==> config.mk <==
export PLATFORM = sky130hd
export DESIGN_NAME = mct_cost_unit
export DESIGN_NICKNAME = d
export VERILOG_FILES = /design/src/hw/rtl/min_curvature_band_tracker_defines.svh /design/src/hw/rtl/mct_pkg.sv /design/src/hw/rtl/mct_cost_unit.sv
export SDC_FILE = /design/constraint.sdc
export NUM_CORES = 2
export LEC_CHECK = 0
export BUFFER_PORTS_ARGS = -buffer_cell sky130_fd_sc_hd__buf_2
export CORE_ASPECT_RATIO = 1.1
export CORE_MARGIN = 1
export CORE_UTILIZATION = 50
export DETAILED_ROUTE_END_ITERATION = 8
export PLACE_DENSITY_LB_ADDON = 0.05
export SYNTH_ARGS = -nofsm -noshare
export SYNTH_HDL_FRONTEND = slang
export SYNTH_SLANG_ARGS = --single-unit
==> constraint.sdc <==
create_clock -name clk -period 17.1 [get_ports clk]
set_input_delay 0.855 -clock clk [delete_from_list [all_inputs] [get_ports clk]]
set_output_delay 0.855 -clock clk [all_outputs]
set_load 0.05 [all_outputs]
==> src/hw/rtl/min_curvature_band_tracker_defines.svh <==
// assertion helpers for the band tracker rtl
`ifndef MIN_CURVATURE_BAND_TRACKER_DEFINES_SVH
`define MIN_CURVATURE_BAND_TRACKER_DEFINES_SVH

// condition must hold at every clock edge out of reset
`define MCT_ASSERT_ALWAYS(label, cond, msg) \
    label: assert property (@(posedge clk) disable iff (!rst_n) (cond)) else $error(msg);

// consequent must hold in the same cycle as the antecedent
`define MCT_ASSERT_IMPLY(label, ante, cons, msg) \
    label: assert property (@(posedge clk) disable iff (!rst_n) (ante) |-> (cons)) \
        else $error(msg);

`endif

==> src/hw/rtl/mct_pkg.sv <==
package mct_pkg;

    localparam int MAX_POINTS = 256;
    localparam int MAX_BANDS  = 4;
    localparam int VALUE_BITS = 24;

    localparam int BAND_BITS   = $clog2(MAX_BANDS);
    localparam int POINT_BITS  = $clog2(MAX_POINTS);
    localparam int CNT_BITS    = $clog2(MAX_BANDS + 1);
    localparam int ADDR_BITS   = BAND_BITS + POINT_BITS;
    localparam int STORE_DEPTH = MAX_BANDS * MAX_POINTS;
    localparam int PRED_BITS   = VALUE_BITS + 2;
    localparam int DIFF_BITS   = VALUE_BITS + 3;
    localparam int ABS_BITS    = VALUE_BITS + 2;
    localparam int SQ_BITS     = 2 * ABS_BITS;
    localparam int COST_BITS   = SQ_BITS + CNT_BITS;

    localparam int NP_BITS     = 9;
    localparam int NB_BITS     = 3;
    localparam int AN_BITS     = 8;
    localparam int CFG_IDX_BITS  = 2;
    localparam int CFG_DATA_BITS = 9;

    typedef enum logic [1:0] {
        KIND_LOAD = 2'd0,
        KIND_RUN  = 2'd1,
        KIND_READ = 2'd2
    } kind_t;

    typedef enum logic [CFG_IDX_BITS-1:0] {
        REG_NUM_POINTS  = 2'd0,
        REG_NUM_BANDS   = 2'd1,
        REG_ANCHOR      = 2'd2
    } cfg_reg_t;

    localparam logic RESULT_READ = 1'b0;
    localparam logic RESULT_RUN  = 1'b1;
    localparam logic STATUS_OK   = 1'b0;
    localparam logic STATUS_BAD  = 1'b1;

    typedef struct packed {
        logic [1:0]                   kind;
        logic [1:0]                   band_index;
        logic [7:0]                   point_index;
        logic signed [VALUE_BITS-1:0] sample_value;
    } req_t;

    typedef struct packed {
        logic                         result_kind;
        logic signed [VALUE_BITS-1:0] tracked_value;
        logic                         run_status;
    } rsp_t;

    typedef logic [MAX_BANDS-1:0][BAND_BITS-1:0] perm_t;

    typedef struct packed {
        logic  valid;
        perm_t perm;
    } perm_step_t;

    typedef struct packed {
        logic valid;
        logic first;
        logic last;
    } term_ctl_t;

    function automatic perm_t perm_identity();
        perm_t p;
        for (int k = 0; k < MAX_BANDS; k++)
        begin
            p[k] = BAND_BITS'(k);
        end
        return p;
    endfunction

    // lexicographic successor over the first n entries
    function automatic perm_step_t perm_next(perm_t p, logic [CNT_BITS-1:0] n);
        perm_step_t       r;
        perm_t            q;
        int               ip;
        int               jp;
        int               nn;
        logic             found;
        logic [BAND_BITS-1:0] t;
        nn    = int'(n);
        ip    = 1;
        jp    = 0;
        found = 1'b0;
        for (int k = 1; k < MAX_BANDS; k++)
        begin
            if (k < nn && p[k-1] < p[k])
            begin
                ip    = k;
                found = 1'b1;
            end
        end
        for (int k = 0; k < MAX_BANDS; k++)
        begin
            if (found && k >= ip && k < nn && p[k] > p[ip-1])
            begin
                jp = k;
            end
        end
        q = p;
        if (found)
        begin
            t         = q[ip-1];
            q[ip-1]   = q[jp];
            q[jp]     = t;
        end
        r.perm = q;
        for (int k = 0; k < MAX_BANDS; k++)
        begin
            if (found && k >= ip && k < nn)
            begin
                r.perm[k] = q[nn - 1 + ip - k];
            end
        end
        r.valid = found;
        return r;
    endfunction

endpackage

==> src/hw/rtl/mct_cost_unit.sv <==
module mct_cost_unit
    import mct_pkg::*;
(
    input  logic                         clk,
    input  logic                         rst_n,
    input  term_ctl_t                    term,
    input  logic signed [VALUE_BITS-1:0] cand,
    input  logic signed [PRED_BITS-1:0]  pred,
    output logic                         done,
    output logic [COST_BITS-1:0]         cost
);

    term_ctl_t              s1_reg;
    term_ctl_t              s2_reg;
    logic                   done_reg;
    logic [ABS_BITS-1:0]    absd_reg;
    logic [SQ_BITS-1:0]     prod_reg;
    logic [COST_BITS-1:0]   acc_reg;
    logic signed [DIFF_BITS-1:0] diff;
    logic [DIFF_BITS-1:0]   mag;

    assign diff = DIFF_BITS'(cand) - DIFF_BITS'(pred);
    assign mag  = diff[DIFF_BITS-1] ? (~diff + 1'b1) : diff;

    always_ff @(posedge clk or negedge rst_n)
    begin
        if (!rst_n)
        begin
            s1_reg   <= '0;
            s2_reg   <= '0;
            done_reg <= 1'b0;
        end
        else
        begin
            s1_reg   <= term;
            s2_reg   <= s1_reg;
            done_reg <= s2_reg.valid && s2_reg.last;
        end
    end

    // subtract, square, accumulate: one term enters per cycle
    always_ff @(posedge clk)
    begin
        if (term.valid)
        begin
            absd_reg <= mag[ABS_BITS-1:0];
        end
        if (s1_reg.valid)
        begin
            prod_reg <= absd_reg * absd_reg;
        end
        if (s2_reg.valid)
        begin
            acc_reg <= s2_reg.first ? COST_BITS'(prod_reg)
                                    : acc_reg + COST_BITS'(prod_reg);
        end
    end

    assign done = done_reg;
    assign cost = acc_reg;

endmodule

==> flow_summary_export.csv <==
group,metric,value,unit
synthesis,synth_top_cell_by_area,"fa_1",
clock_network,path_clk_slew,70,ps
die,initial_core_util,50.77,%
synthesis,synth_seq_area_share,14.19,%
synthesis,async_flop_share,5.036,%
setup_path,crit_buf_inv,4,
routing,drc_errors,0,
timing,tightest_slew,1267,ps
routing,dr.pass1.iters,5,
synthesis,synth_cells,3141,
setup_path,cpMostUsedCell,"fa_1",
synthesis,synth_edf_count,132,
timing,rsz0062_at_grt,"no",
synthesis,syn_nets,3983,
place,gp_congestion,0.9563,
run_status,status,"completed",
clock_network,numCtsBuffers,17,
setup_path,worstPathRequired,17300,ps
clock_network,cts-root-buf,"clkbuf_16",
setup_path,cp_max_fo,26,
clock_network,postCtsSetupBuffers,0,
timing,hold_viol_final,0,
die,core,57440,µm²
final_layout,fin_nets,4023,
timing,fmax,119.8,MHz
final_layout,antennaDiodeCount,0,
final_layout,fin_cells,3946,
clock_network,clk_latency,460,ps
clock_network,clock_sinks,139,
synthesis,yosys.area.top_type_share,35.15,%
synthesis,yosysWarnings,0,
setup_path,critical_path_class,"flip-flop to flip-flop",
routing,initialDrtViolationCount,1129,
timing,period_share,48.83,%
clock_network,cts.path.max_buffers,2,
die,rows,92,
global_routing,grt_antenna_before_repair,0,
timing,setup_viol,0,
synthesis,synth_ff_type,"edfxtp_1",
timing,fin_setup_tns,0,ps
die,io_pins,111,
final_layout,area_growth,6.333,%
timing,setup_ws,8750,ps
timing,relSlewSlack,15.22,%
global_routing,grt_max_degree,100,
timing,skew,16.44,ps
routing,viasPerCell,5.400,
setup_path,cp-end-kind,"flip-flop",
place,pre_cts_ws,8820,ps
synthesis,syn_avg_cell_area,9.284,µm²
routing,vias,21310,
setup_path,slowest_delay,1120,ps
routing,wirelength,73580,µm
min_path,min_path_type,"input port to async pin",
die,die_y,255.3,µm
final_layout,layout-drive-gt1-share,6.700,%
clock_network,htree_levels,4,
place,numPortBuffers,110,
global_routing,grt_pass1_vias,23010,
synthesis,yosys_register_bits,139,
timing,layout_min_cycle_time,8350,ps
routing,ant_nets,0,
setup_path,crit_path_cell_trace,"and2_1, inv_1, fa_1, inv_1, fa_1, inv_1, fa_1, fa_1, inv_1, fa_1, fa_1, fa_1, ha_1, nand4_1, nor2_1, nand2_1, a211oi_2, nor3_2, or4_1, a21oi_1, o221a_2, a221oi_2, xnor2_1",
flow_run,max_cap_viol_count,0,
synthesis,synth_area_leaders,"fa_1, edfxtp_1, ha_1",
setup_path,arrival,8550,ps
clock_network,cts_tree,"yes",
timing,slew_violations,0,
place,dp.cells,3914,
clock_network,cts_hold_buffers,0,
global_routing,grt_usage,25.91,%
setup_path,cp_slowest_cell,"edfxtp_1",
setup_path,crit_family,"adder cells",
place,dp_hpwl,60360,µm
synthesis,ys_types,90,
final_layout,largest_reg_flops,55,
die,die_area,59290,µm²
routing,wire_per_inst,18.65,µm
setup_path,start_kind,"flip-flop",
global_routing,grt_overflow,0,
synthesis,netlist_area,29160,µm²
clock_network,cts_resized,0,
die,fp.dieW,232.3,µm
global_routing,grt_pass1_wl,119500,µm
## cell usage in the layout (no fill, tap or decap), drive strengths merged, types with 7 or more instances in the layout
cell | synthesis | layout
nand2 | 299 | 299
nor4 | 7 | 7
nor3 | 29 | 29
o31ai | 11 | 11
a31oi | 25 | 25
ha | 275 | 275
nand3 | 27 | 27
nor2b | 19 | 19
and3 | 20 | 20
fa | 512 | 512
o21ai | 111 | 111
or2 | 8 | 8
a211oi | 16 | 16
xnor2 | 89 | 89
clkbuf | 102 | 18
xor2 | 62 | 62
o211ai | 12 | 12
edfxtp | 132 | 132
o21a | 21 | 21
nand2b | 10 | 10
and2 | 138 | 138
dfrtp | 7 | 7
a21o | 86 | 86
nand4 | 21 | 21
a21oi | 136 | 136
inv | 721 | 726
o21bai | 28 | 28
nor2 | 123 | 123
buf | 10 | 133
## routing by layer
layer  wire (µm)  up-vias  GRT usage, %
met4        1636        0         7.406
met3        3733      110         3.610
met2       36040      621         44.90
li1            -     9992             -
met5           0        -             0
met1       32170    10590         33.73
## through the flow
| step | utilization (%) | hold WS [ps] | cell area [µm²] |
|---|---|---|---|
| 2_1_floorplan | - | 331.2 | 29160 |
| 3_3_place_gp | 52.91 | 333.5 | 30390 |
| 3_5_place_dp | 52.91 | 345.7 | 30390 |
| 4_1_cts | 53.98 | 199.9 | 31010 |
| 5_1_grt | 53.98 | 209.4 | 31010 |
| 6_report | 53.98 | 223.3 | 31010 |
## synth_stat cells (6+ instances only)
| cell | instances |
|---|---|
| o211ai_1 | 11 |
| o21ai_0 | 92 |
| a211oi_1 | 12 |
| nor4_1 | 6 |
| edfxtp_1 | 132 |
| inv_1 | 721 |
| nor3_1 | 24 |
| xnor2_1 | 89 |
| or2_2 | 7 |
| and2_1 | 137 |
| dfrtp_1 | 7 |
| buf_2 | 8 |
| nand4_1 | 21 |
| nand2b_1 | 10 |
| a31oi_1 | 25 |
| nor2b_1 | 19 |
| fa_1 | 512 |
| nand2_1 | 298 |
| nor2_1 | 123 |
| xor2_1 | 59 |
| and3_1 | 20 |
| a21o_1 | 86 |
| o21a_1 | 21 |
| nand3_1 | 25 |
| ha_1 | 275 |
| o31ai_1 | 10 |
| o21ai_1 | 17 |
| a21oi_1 | 131 |
| o21bai_1 | 27 |
| clkbuf_1 | 102 |
## final cells by class
| type | instances | area (µm²) |
|---|---|---|
| clock buffer | 18 | 429.2 |
| clock inverter | 14 | 187.7 |
| fill | 5289 | 26430 |
| inverter | 721 | 2706 |
| multi-input combinational | 2169 | 21880 |
| sequential | 139 | 4143 |
| tap | 752 | 940.9 |
| timing repair buffer | 133 | 723.2 |
## final timing paths
kind | start | to | slack, ps | depth (start not counted)
hold / removal | rst_n | s1_reg[1]$_DFF_PN0_ | 220 | 1
min in group clk | s1_reg[0]$_DFF_PN0_ | s2_reg[0]$_DFF_PN0_ | 360 | 0
setup reg to reg | absd_reg[4]$_DFFE_PP_ | prod_reg[50]$_DFFE_PP_ | 8750 | 23
max in group asynchronous | rst_n | s2_reg[2]$_DFF_PN0_ | 16690 | 1
hold reg to reg | s1_reg[0]$_DFF_PN0_ | s2_reg[0]$_DFF_PN0_ | 360 | 0
setup / recovery | absd_reg[4]$_DFFE_PP_ | prod_reg[50]$_DFFE_PP_ | 8750 | 23
## kinds of logic (layout without fill, tap and decap cells)
logic type	Yosys count	after routing	share of synthesized area, %
buffers and inverters	833	886	10.78
adders and majority gates	787	787	46.95
and+or+nand+nor	721	721	11.94
AOI/OAI and AO/OA	505	505	11.33
xor gates and xnor gates	151	151	4.612
DFF	139	139	14.19
muxes	5	5	0.1888
Power is left out: the tool's default activity adds up to more than one toggle a clock period on the data nets, which glitch-free logic cannot reach.
